## config.mk

```make
export PLATFORM = sky130hd
export DESIGN_NAME = easter_holy_day_dates
export DESIGN_NICKNAME = d
export VERILOG_FILES = /design/src/ehd_pkg.sv /design/src/ehd_front.sv /design/src/ehd_queue.sv /design/src/ehd_back.sv /design/src/easter_holy_day_dates.sv
export VERILOG_INCLUDE_DIRS = /design/src /design/src/src
export SDC_FILE = /design/constraint.sdc
export NUM_CORES = 1
export LEC_CHECK = 0
export BUFFER_PORTS_ARGS = -buffer_cell sky130_fd_sc_hd__buf_2
export CAP_MARGIN = 20
export CORE_MARGIN = 3
export CORE_UTILIZATION = 60
export CTS_CLUSTER_SIZE = 8
export DETAILED_ROUTE_END_ITERATION = 12
export GPL_ROUTABILITY_DRIVEN = 0
export MAX_ROUTING_LAYER = met4
export PLACE_DENSITY = 0.76
export SETUP_SLACK_MARGIN = 0.05
export SYNTH_ARGS = -nofsm -noshare
export SYNTH_HDL_FRONTEND = slang
export SYNTH_SLANG_ARGS = --single-unit
export TNS_END_PERCENT = 20
```

## constraint.sdc

```tcl
create_clock -name clk -period 18.9 [get_ports clk]
set_input_delay 0.945 -clock clk [delete_from_list [all_inputs] [get_ports clk]]
set_output_delay 0.945 -clock clk [all_outputs]
set_load 0.1 [all_outputs]
```

## src/easter_holy_day_dates_macros.svh

```systemverilog
// Assertion macros shared by the holy-day date generator modules.
`ifndef EASTER_HOLY_DAY_DATES_MACROS_SVH
`define EASTER_HOLY_DAY_DATES_MACROS_SVH
// Property that must hold at every rising edge of clk outside reset.
`define EHD_ASSERT(label, prop, msg) \
    label: assert property (@(posedge clk) disable iff (!rst_n) prop) else $error(msg);
// Condition that must never be true at a rising edge of clk outside reset.
`define EHD_NEVER(label, expr, msg) \
    `EHD_ASSERT(label, !(expr), msg)
`endif

```

## src/ehd_pkg.sv

```systemverilog
// Shared types, constants and date tables for the holy-day date generator.
package ehd_pkg;

    localparam int YEAR_W    = 16;
    localparam int HOLIDAY_W = 3;
    localparam int MONTH_W   = 4;
    localparam int DAY_W     = 5;
    localparam int DOY_W     = 8;
    localparam int QDEPTH    = 4;
    localparam int QPTR_W    = 2;
    localparam int QCNT_W    = 3;

    typedef logic [QPTR_W-1:0] qptr_t;
    typedef logic [QCNT_W-1:0] qcnt_t;

    localparam qcnt_t QFULL = QCNT_W'(QDEPTH);

    localparam logic [HOLIDAY_W-1:0] HOLIDAY_FIRST = 3'd0;
    localparam logic [HOLIDAY_W-1:0] HOLIDAY_LAST  = 3'd5;

    typedef struct packed {
        logic [DOY_W-1:0] easter_doy;
        logic             leap;
    } ehd_entry_t;

    typedef struct packed {
        logic       valid;
        ehd_entry_t entry;
    } ehd_push_t;

    typedef struct packed {
        logic       empty;
        ehd_entry_t head;
    } ehd_qstat_t;

    typedef enum logic {
        BK_IDLE,
        BK_RUN
    } ehd_back_state_t;

    function automatic logic signed [7:0] holiday_offset(input logic [HOLIDAY_W-1:0] idx);
        logic signed [7:0] off;
        case (idx)
            3'd0:    off = -8'sd49;
            3'd1:    off = -8'sd47;
            3'd2:    off = -8'sd2;
            3'd3:    off = 8'sd0;
            3'd4:    off = 8'sd39;
            3'd5:    off = 8'sd49;
            default: off = 8'sd0;
        endcase
        return off;
    endfunction

    // Number of days in the year before the first of the given month.
    function automatic logic [8:0] days_before(input logic [MONTH_W-1:0] mon, input logic leap);
        logic [8:0] extra;
        logic [8:0] n;
        extra = 9'(leap);
        case (mon)
            4'd1:    n = 9'd0;
            4'd2:    n = 9'd31;
            4'd3:    n = 9'd59 + extra;
            4'd4:    n = 9'd90 + extra;
            4'd5:    n = 9'd120 + extra;
            4'd6:    n = 9'd151 + extra;
            4'd7:    n = 9'd181 + extra;
            4'd8:    n = 9'd212 + extra;
            4'd9:    n = 9'd243 + extra;
            4'd10:   n = 9'd273 + extra;
            4'd11:   n = 9'd304 + extra;
            4'd12:   n = 9'd334 + extra;
            default: n = 9'd0;
        endcase
        return n;
    endfunction

endpackage

```

## src/ehd_front.sv

```systemverilog
// Front end: accepts years and computes the Easter day of the year in a six-stage pipeline.
module ehd_front (
    input  logic                         clk,
    input  logic                         rst_n,
    input  logic                         start,
    input  logic [ehd_pkg::YEAR_W-1:0]   year,
    input  logic                         pop,
    output logic                         busy,
    output ehd_pkg::ehd_push_t           push
);

    ehd_pkg::qcnt_t cnt_reg, cnt_next;
    logic [5:0]     vld_reg, vld_next;
    logic           accept;

    logic [15:0] yr1_reg;
    logic [9:0]  q100e1_reg, q100e1_next;
    logic [11:0] q19e1_reg, q19e1_next;

    logic [4:0]  a2_reg, a2_next;
    logic [9:0]  b2_reg, b2_next;
    logic [6:0]  c2_reg, c2_next;
    logic        leap2_reg, leap2_next;
    logic [16:0] r100;
    logic        fix100;
    logic [15:0] r19;

    logic [4:0]  a3_reg;
    logic [9:0]  b3_reg;
    logic [6:0]  c3_reg;
    logic        leap3_reg;
    logic [4:0]  f3_reg, f3_next;
    logic [9:0]  fx, fr;
    logic [4:0]  fqe;

    logic [4:0]  a4_reg;
    logic [9:0]  b4_reg;
    logic [6:0]  c4_reg;
    logic        leap4_reg;
    logic [7:0]  g4_reg, g4_next;
    logic [9:0]  gx, gr;
    logic [7:0]  gqe;

    logic [4:0]  a5_reg;
    logic [1:0]  e5_reg;
    logic [6:0]  c5_reg;
    logic        leap5_reg;
    logic [4:0]  h5_reg, h5_next;
    logic [10:0] hx, hr;
    logic [5:0]  hqe;

    logic [4:0]  a6_reg;
    logic [4:0]  h6_reg;
    logic        leap6_reg;
    logic [2:0]  l6_reg, l6_next;
    logic [7:0]  lx, lr;
    logic [3:0]  lqe;

    logic [8:0]  mx;
    logic [7:0]  base;

    assign busy   = (cnt_reg == ehd_pkg::QFULL);
    assign accept = start && !busy;

    always_comb
    begin
        case ({accept, pop})
            2'b10:   cnt_next = cnt_reg + ehd_pkg::qcnt_t'(1);
            2'b01:   cnt_next = cnt_reg - ehd_pkg::qcnt_t'(1);
            default: cnt_next = cnt_reg;
        endcase
        vld_next = {vld_reg[4:0], accept};
    end

    always_ff @(posedge clk or negedge rst_n)
    begin
        if (!rst_n)
        begin
            cnt_reg <= '0;
            vld_reg <= '0;
        end
        else
        begin
            cnt_reg <= cnt_next;
            vld_reg <= vld_next;
        end
    end

    // Quotients by 100 and 19 use scaled reciprocals; each estimate is at most one low.
    always_comb
    begin
        q100e1_next = 10'((27'(year) * 27'd1310) >> 17);
        q19e1_next  = 12'((28'(year) * 28'd3449) >> 16);

        r100    = 17'(yr1_reg) - 17'(q100e1_reg) * 17'd100;
        fix100  = (r100 >= 17'd100);
        b2_next = q100e1_reg + 10'(fix100);
        c2_next = fix100 ? 7'(r100 - 17'd100) : 7'(r100);
        r19     = yr1_reg - 16'(q19e1_reg) * 16'd19;
        a2_next = (r19 >= 16'd19) ? 5'(r19 - 16'd19) : 5'(r19);
        leap2_next = (yr1_reg[1:0] == 2'd0) && ((c2_next != 7'd0) || (b2_next[1:0] == 2'd0));

        fx      = b2_reg + 10'd8;
        fqe     = 5'((15'(fx) * 15'd40) >> 10);
        fr      = fx - 10'(fqe) * 10'd25;
        f3_next = fqe + 5'(fr >= 10'd25);

        gx      = b3_reg - 10'(f3_reg) + 10'd1;
        gqe     = 8'((18'(gx) * 18'd341) >> 10);
        gr      = gx - 10'(gqe) * 10'd3;
        g4_next = gqe + 8'(gr >= 10'd3);

        hx      = 11'(a4_reg) * 11'd19 + 11'(b4_reg) - 11'(b4_reg[9:2]) - 11'(g4_reg) + 11'd15;
        hqe     = 6'((16'(hx) * 16'd34) >> 10);
        hr      = hx - 11'(hqe) * 11'd30;
        h5_next = (hr >= 11'd30) ? 5'(hr - 11'd30) : 5'(hr);

        lx      = 8'd32 + 8'({e5_reg, 1'b0}) + 8'({c5_reg[6:2], 1'b0})
                  - 8'(h5_reg) - 8'(c5_reg[1:0]);
        lqe     = 4'((12'(lx) * 12'd36) >> 8);
        lr      = lx - 8'(lqe) * 8'd7;
        l6_next = (lr >= 8'd7) ? 3'(lr - 8'd7) : 3'(lr);

        mx   = 9'(a6_reg) + 9'(h6_reg) * 9'd11 + 9'(l6_reg) * 9'd22;
        base = 8'(h6_reg) + 8'(l6_reg) + 8'd114 - ((mx >= 9'd451) ? 8'd7 : 8'd0);

        // March and April both reduce to the same day-of-year formula.
        push.valid            = vld_reg[5];
        push.entry.easter_doy = base - 8'd33 + 8'(leap6_reg);
        push.entry.leap       = leap6_reg;
    end

    always_ff @(posedge clk)
    begin
        yr1_reg    <= year;
        q100e1_reg <= q100e1_next;
        q19e1_reg  <= q19e1_next;

        a2_reg    <= a2_next;
        b2_reg    <= b2_next;
        c2_reg    <= c2_next;
        leap2_reg <= leap2_next;

        a3_reg    <= a2_reg;
        b3_reg    <= b2_reg;
        c3_reg    <= c2_reg;
        leap3_reg <= leap2_reg;
        f3_reg    <= f3_next;

        a4_reg    <= a3_reg;
        b4_reg    <= b3_reg;
        c4_reg    <= c3_reg;
        leap4_reg <= leap3_reg;
        g4_reg    <= g4_next;

        a5_reg    <= a4_reg;
        e5_reg    <= b4_reg[1:0];
        c5_reg    <= c4_reg;
        leap5_reg <= leap4_reg;
        h5_reg    <= h5_next;

        a6_reg    <= a5_reg;
        h6_reg    <= h5_reg;
        leap6_reg <= leap5_reg;
        l6_reg    <= l6_next;
    end

endmodule

```

## src/ehd_queue.sv

```systemverilog
// Four-entry queue that holds computed Easter days between the front and back ends.
`include "easter_holy_day_dates_macros.svh"

module ehd_queue (
    input  logic                 clk,
    input  logic                 rst_n,
    input  ehd_pkg::ehd_push_t   push,
    input  logic                 pop,
    output ehd_pkg::ehd_qstat_t  stat
);

    ehd_pkg::ehd_entry_t mem_reg [ehd_pkg::QDEPTH];
    ehd_pkg::qptr_t      wr_ptr_reg, wr_ptr_next;
    ehd_pkg::qptr_t      rd_ptr_reg, rd_ptr_next;
    ehd_pkg::qcnt_t      cnt_reg, cnt_next;

    always_comb
    begin
        wr_ptr_next = push.valid ? wr_ptr_reg + ehd_pkg::qptr_t'(1) : wr_ptr_reg;
        rd_ptr_next = pop ? rd_ptr_reg + ehd_pkg::qptr_t'(1) : rd_ptr_reg;
        case ({push.valid, pop})
            2'b10:   cnt_next = cnt_reg + ehd_pkg::qcnt_t'(1);
            2'b01:   cnt_next = cnt_reg - ehd_pkg::qcnt_t'(1);
            default: cnt_next = cnt_reg;
        endcase
        stat.empty = (cnt_reg == '0);
        stat.head  = mem_reg[rd_ptr_reg];
    end

    always_ff @(posedge clk or negedge rst_n)
    begin
        if (!rst_n)
        begin
            wr_ptr_reg <= '0;
            rd_ptr_reg <= '0;
            cnt_reg    <= '0;
        end
        else
        begin
            wr_ptr_reg <= wr_ptr_next;
            rd_ptr_reg <= rd_ptr_next;
            cnt_reg    <= cnt_next;
        end
    end

    always_ff @(posedge clk)
    begin
        if (push.valid)
        begin
            mem_reg[wr_ptr_reg] <= push.entry;
        end
    end

    `EHD_NEVER(aq_overflow, push.valid && (cnt_reg == ehd_pkg::QFULL), "queue written while full")
    `EHD_NEVER(aq_underflow, pop && (cnt_reg == '0), "queue read while empty")

endmodule

```

## src/ehd_back.sv

```systemverilog
// Back end: offsets the Easter day and converts six dates to month and day, one per cycle.
`include "easter_holy_day_dates_macros.svh"

module ehd_back (
    input  logic                            clk,
    input  logic                            rst_n,
    input  ehd_pkg::ehd_qstat_t             qstat,
    output logic                            pop,
    output logic                            valid,
    output logic [ehd_pkg::HOLIDAY_W-1:0]   holiday,
    output logic [ehd_pkg::MONTH_W-1:0]     month,
    output logic [ehd_pkg::DAY_W-1:0]       day,
    output logic                            last
);

    ehd_pkg::ehd_back_state_t           state_reg, state_next;
    logic [ehd_pkg::HOLIDAY_W-1:0]      k_reg, k_next;
    ehd_pkg::ehd_entry_t                entry_reg;
    logic                               run;
    logic                               at_last;

    logic signed [7:0]                  off;
    logic signed [9:0]                  doy_raw;
    logic [8:0]                         doy;
    logic [ehd_pkg::MONTH_W-1:0]        mon;
    logic [ehd_pkg::DAY_W-1:0]          dom;

    logic                               valid_reg;
    logic [ehd_pkg::HOLIDAY_W-1:0]      holiday_reg;
    logic [ehd_pkg::MONTH_W-1:0]        month_reg;
    logic [ehd_pkg::DAY_W-1:0]          day_reg;
    logic                               last_reg;

    assign at_last = (k_reg == ehd_pkg::HOLIDAY_LAST);

    always_comb
    begin
        state_next = state_reg;
        unique case (state_reg)
            ehd_pkg::BK_IDLE:
            begin
                if (!qstat.empty)
                begin
                    state_next = ehd_pkg::BK_RUN;
                end
            end
            ehd_pkg::BK_RUN:
            begin
                if (at_last && qstat.empty)
                begin
                    state_next = ehd_pkg::BK_IDLE;
                end
            end
            default: state_next = ehd_pkg::BK_IDLE;
        endcase
    end

    always_comb
    begin
        pop = 1'b0;
        run = 1'b0;
        unique case (state_reg)
            ehd_pkg::BK_IDLE:
            begin
                pop = !qstat.empty;
            end
            ehd_pkg::BK_RUN:
            begin
                run = 1'b1;
                pop = at_last && !qstat.empty;
            end
            default:
            begin
                pop = 1'b0;
                run = 1'b0;
            end
        endcase
        if (pop)
        begin
            k_next = ehd_pkg::HOLIDAY_FIRST;
        end
        else if (run)
        begin
            k_next = k_reg + 3'd1;
        end
        else
        begin
            k_next = k_reg;
        end
    end

    always_comb
    begin
        off     = ehd_pkg::holiday_offset(k_reg);
        doy_raw = $signed({2'b00, entry_reg.easter_doy}) + {{2{off[7]}}, off};
        doy     = (doy_raw < 10'sd1) ? 9'd1 : doy_raw[8:0];
        mon     = 4'd1;
        for (int j = 2; j <= 12; j++)
        begin
            if (doy > ehd_pkg::days_before(4'(j), entry_reg.leap))
            begin
                mon = 4'(j);
            end
        end
        dom = 5'(doy - ehd_pkg::days_before(mon, entry_reg.leap));
    end

    always_ff @(posedge clk or negedge rst_n)
    begin
        if (!rst_n)
        begin
            state_reg <= ehd_pkg::BK_IDLE;
            k_reg     <= ehd_pkg::HOLIDAY_FIRST;
            valid_reg <= 1'b0;
        end
        else
        begin
            state_reg <= state_next;
            k_reg     <= k_next;
            valid_reg <= run;
        end
    end

    always_ff @(posedge clk)
    begin
        if (pop)
        begin
            entry_reg <= qstat.head;
        end
        holiday_reg <= k_reg;
        month_reg   <= mon;
        day_reg     <= dom;
        last_reg    <= at_last;
    end

    assign valid   = valid_reg;
    assign holiday = holiday_reg;
    assign month   = month_reg;
    assign day     = day_reg;
    assign last    = last_reg && valid_reg;

    `EHD_ASSERT(ab_order, valid_reg && !last |=> valid_reg && (holiday_reg == $past(holiday_reg) + 3'd1), "dates of one year are not consecutive")
    `EHD_ASSERT(ab_range, valid_reg |-> (month_reg >= 4'd2) && (month_reg <= 4'd6) && (day_reg != 5'd0), "date outside February to June")

endmodule

```

## src/easter_holy_day_dates.sv

```systemverilog
// Top level of the holy-day date generator: front end, queue and back end.
//
// A year is taken at a rising clock edge where start is high and busy is low.
// For each year the block gives six words on holiday, month, day and last,
// one per cycle, each marked by valid for exactly one cycle: carnival start,
// carnival end, good friday, easter, ascension and whitsuntide; last is high
// on the sixth. The receiver always takes a word in the cycle it is shown.
// A year passes the front end, the queue, the back end's entry register and
// its output registers before its first word is on the ports. The front
// end is a six-stage pipeline of constant divisions; the back end converts
// one date per cycle and so sets the sustained rate. busy rises when four
// years are in flight between acceptance and the back end taking them for
// conversion.
// Reset empties the pipeline and queue and drops valid; no clearing pass.
module easter_holy_day_dates (
    input  logic                            clk,
    input  logic                            rst_n,
    input  logic                            start,
    input  logic [ehd_pkg::YEAR_W-1:0]      year,
    output logic                            busy,
    output logic                            valid,
    output logic [ehd_pkg::HOLIDAY_W-1:0]   holiday,
    output logic [ehd_pkg::MONTH_W-1:0]     month,
    output logic [ehd_pkg::DAY_W-1:0]       day,
    output logic                            last
);

    ehd_pkg::ehd_push_t  push;
    ehd_pkg::ehd_qstat_t qstat;
    logic                pop;

    ehd_front u_front (
        .clk   (clk),
        .rst_n (rst_n),
        .start (start),
        .year  (year),
        .pop   (pop),
        .busy  (busy),
        .push  (push)
    );

    ehd_queue u_queue (
        .clk   (clk),
        .rst_n (rst_n),
        .push  (push),
        .pop   (pop),
        .stat  (qstat)
    );

    ehd_back u_back (
        .clk     (clk),
        .rst_n   (rst_n),
        .qstat   (qstat),
        .pop     (pop),
        .valid   (valid),
        .holiday (holiday),
        .month   (month),
        .day     (day),
        .last    (last)
    );

endmodule
```

==> impl_results.md <==
- Ys Warns: 0
- IO Pins: 34
- Crit-path max FO: 4
- CP Launch Type: flip-flop
- Post-CTS Setup Repair Bufs: 0
- Post-Synthesis Cell Area: 24820 µm²
- Slew headroom: 0.4596
- Core area: 40280 µm²
- First-pass GRT wire length: 81.07 mm
- Port-buffer cells: 33
- Endpoints failing hold: 0
- Final setup vio count: 0
- Cell variety after synth: 84
- HP Class: reg -> reg
- Drt wl/cell: 15.23 µm
- Max-cap violations: 0
- # DRC: 0
- DIE AREA: 43830 µm²
- Vias in the first global route: 17800
- Post-cts resize count: 0
- Setup TNS: 0 ns
- Largest register FFs: 36
- CP endpoint kind: flip-flop
- Max Fclk: 102.1 MHz
- FF-to-FF Start: u_front.b4_reg[4]
- Clk slew on worst S/H paths: 0.05 ns
- CTS buffer count: 35
- Async SR Flop Fraction: 0.09013
- Final WL: 46.80 mm
- Post-synth EDFFs: 45
- Max Buffers Root-to-Sink: 3
- FILL cells: 3080
- CTS root buf: clkbuf_16
- Type of the worst setup path: reg -> reg
- Largest net degree at the start of global routing: 22
- Via count: 16800
- DRT iter0 DRCs: 607
- Initial Utilization: 0.6161
- Crit path DAT: 10.19 ns
- Least-Margin Pin Slew: 0.8048 ns
- Outcome: complete, no violations
- Tot GR Track Use: 0.2252
- Share of post-route cells with drive strength above 1: 0.04472
- RSZ-0062 raised after global routing: false
- Synth Register Bits: 233
- Minimum clock period after layout: 9.791 ns
- Cells after Synth: 2473
- Initial antenna violation count: 0
- CTS tree: yes
- R2r endpoint: u_front.h5_reg[2]
- Antenna diodes: 0
- Hold Path Origin: u_front.a2_reg[3]
- Synth Flop Type: dfxtp_1
- Slowest-stage cell, CP: fa_1
- End of the worst hold path: u_front.a3_reg[3]
- H-Tree Depth: 2
- Num rows: 73
- Slowest stage delay, CP: 0.55 ns
- Detail Route Antenna Nets: 0
- Worst reg2reg setup slack: 9.11 ns
- Vias per cell: 5.466
- DRT Pass-1 Iters: 5
- Layout area overhead: 7.185%
- Clock sinks: 233
- Syn_area_per_cell: 10.03 µm²
- Clk Latency, worst-skew pair: 0.51 ns
- Reg2Reg Depth: 41
- Crit path required time: 19.30 ns
- # nets final: 3315
- DP HPWL: 38.76 mm
- Die Ht: 209.4 µm
- Fin Clk Skew: 0.02022 ns
- Net Count, Synth: 3253
- Sequential share of the synthesized area: 0.2104
- Die W: 209.4 µm
- Hold-fix buffers at CTS: 0
- Final Max Tran Viols: 0
- WHS Path Cells: 0
- GRT overflow: 0
- Tcrit/Tclk final: 0.5180
cell usage after synthesis, drive strengths merged (6+ instances only):
cell	number	share of area
a2111oi	10	0.0053
a211o	7	0.0025
a211oi	16	0.0052
a21o	34	0.010
a21oi	98	0.020
a31oi	12	0.0030
and2	12	0.0030
and3	10	0.0025
clkbuf	7	0.0011
dfrtp	21	0.021
dfxtp	167	0.13
edfxtp	45	0.054
fa	225	0.18
ha	536	0.27
inv	523	0.079
mux2i	9	0.0036
mux4	9	0.0082
nand2	64	0.0097
nand2b	29	0.0073
nand3	21	0.0042
nand4	7	0.0018
nor2	111	0.017
nor2b	28	0.0071
nor3	37	0.0075
nor3b	8	0.0024
o211ai	6	0.0018
o21a	23	0.0070
o21ai	64	0.013
o21bai	16	0.0048
o31ai	8	0.0024
or2	12	0.0030
or3	9	0.0023
or4	6	0.0018
xnor2	129	0.046
xor2	70	0.025
placed cells by master (no fill, tap or decap), types with 11 or more instances in the layout:
cell type  Yosys  routed
a21o_1        34      34
o21bai_1      16      16
ha_1         536     536
nor2_1       111     111
o21ai_0       63      63
xnor2_1      129     129
nor2b_1       28      28
o21a_1        23      23
nand2b_1      29      29
buf_2          2      33
xor2_1        70      70
clkbuf_1       7      11
dfxtp_1      167     167
a21oi_1       97      97
nand2_1       64      64
fa_1         225     225
edfxtp_1      45      45
clkbuf_16      0      36
inv_1        523     523
a31oi_1       12      12
nor3_1        37      37
dfrtp_1       21      21
nand3_1       21      21
and2_1        12      12
a211oi_1      14      14
or2_2         11      11
critical path: cells and delay by family, from the launching register on:
family / cells / cell delay (ns)
buffers and inverters: 6 / 0.40
adder cells (fa/ha/maj): 12 / 4.50
multiplexers: 1 / 0.39
XOR/XNOR: 3 / 0.56
AND/OR/NAND/NOR: 7 / 0.96
AO/OA/AOI/OAI: 12 / 2.49
flip-flops: 1 / 0.38
layer usage:
layer / vias to the layer above / share of wire / global-route usage
met5: - / 0 / -
met4: 0 / 0.024 / 0.06513
met3: 91 / 0.032 / 0.02601
met2: 245 / 0.50 / 0.3909
met1: 8129 / 0.44 / 0.2787
li1: 8336 / - / -
worst max path at each step:
stage / start / to
final: u_front.b4_reg[4] / u_front.h5_reg[2]
after global routing: u_front.b4_reg[4] / u_front.h5_reg[2]
after CTS: u_front.b4_reg[4] / u_front.h5_reg[2]
after detailed placement: u_front.b4_reg[4] / u_front.h5_reg[2]
after global placement: u_front.b4_reg[4] / u_front.h5_reg[2]
after floorplan: u_front.b4_reg[4] / u_front.h5_reg[2]
final cells by class:
class	instances	area, µm²	area share
multi-input combinational	1707	17590	0.6614
sequential	233	5220	0.1963
inverter	523	1963	0.07381
clock buffer	48	955.9	0.03594
tap	525	656.9	0.02470
timing repair buffer	35	180.2	0.006774
clock inverter	3	30.03	0.001129
per-stage QoR:
step,hold slack [ns],instance area [µm²],setup WS (ns),instances,util
2_1_floorplan,0.3096,24820,9.878,2473,-
3_3_place_gp,0.3105,25610,9.387,3023,0.6359
3_5_place_dp,0.3121,25610,9.085,3023,0.6359
4_1_cts,0.3169,26600,9.066,3074,0.6603
5_1_grt,0.3252,26600,8.349,3074,0.6603
6_report,0.3190,26600,9.109,3074,0.6603
logic make-up after synthesis:
group	count (synthesis)	synth area share
DFF	233	0.2104
and+or+nand+nor	370	0.07523
buffers and inverters	533	0.08072
muxes	23	0.01437
AOI/OAI and AO/OA	354	0.09731
adders and majority gates	761	0.4518
xor gates and xnor gates	199	0.07024
Power is not shown: default switching activity piles up to over one toggle a cycle in this logic, so the estimate is an artifact.
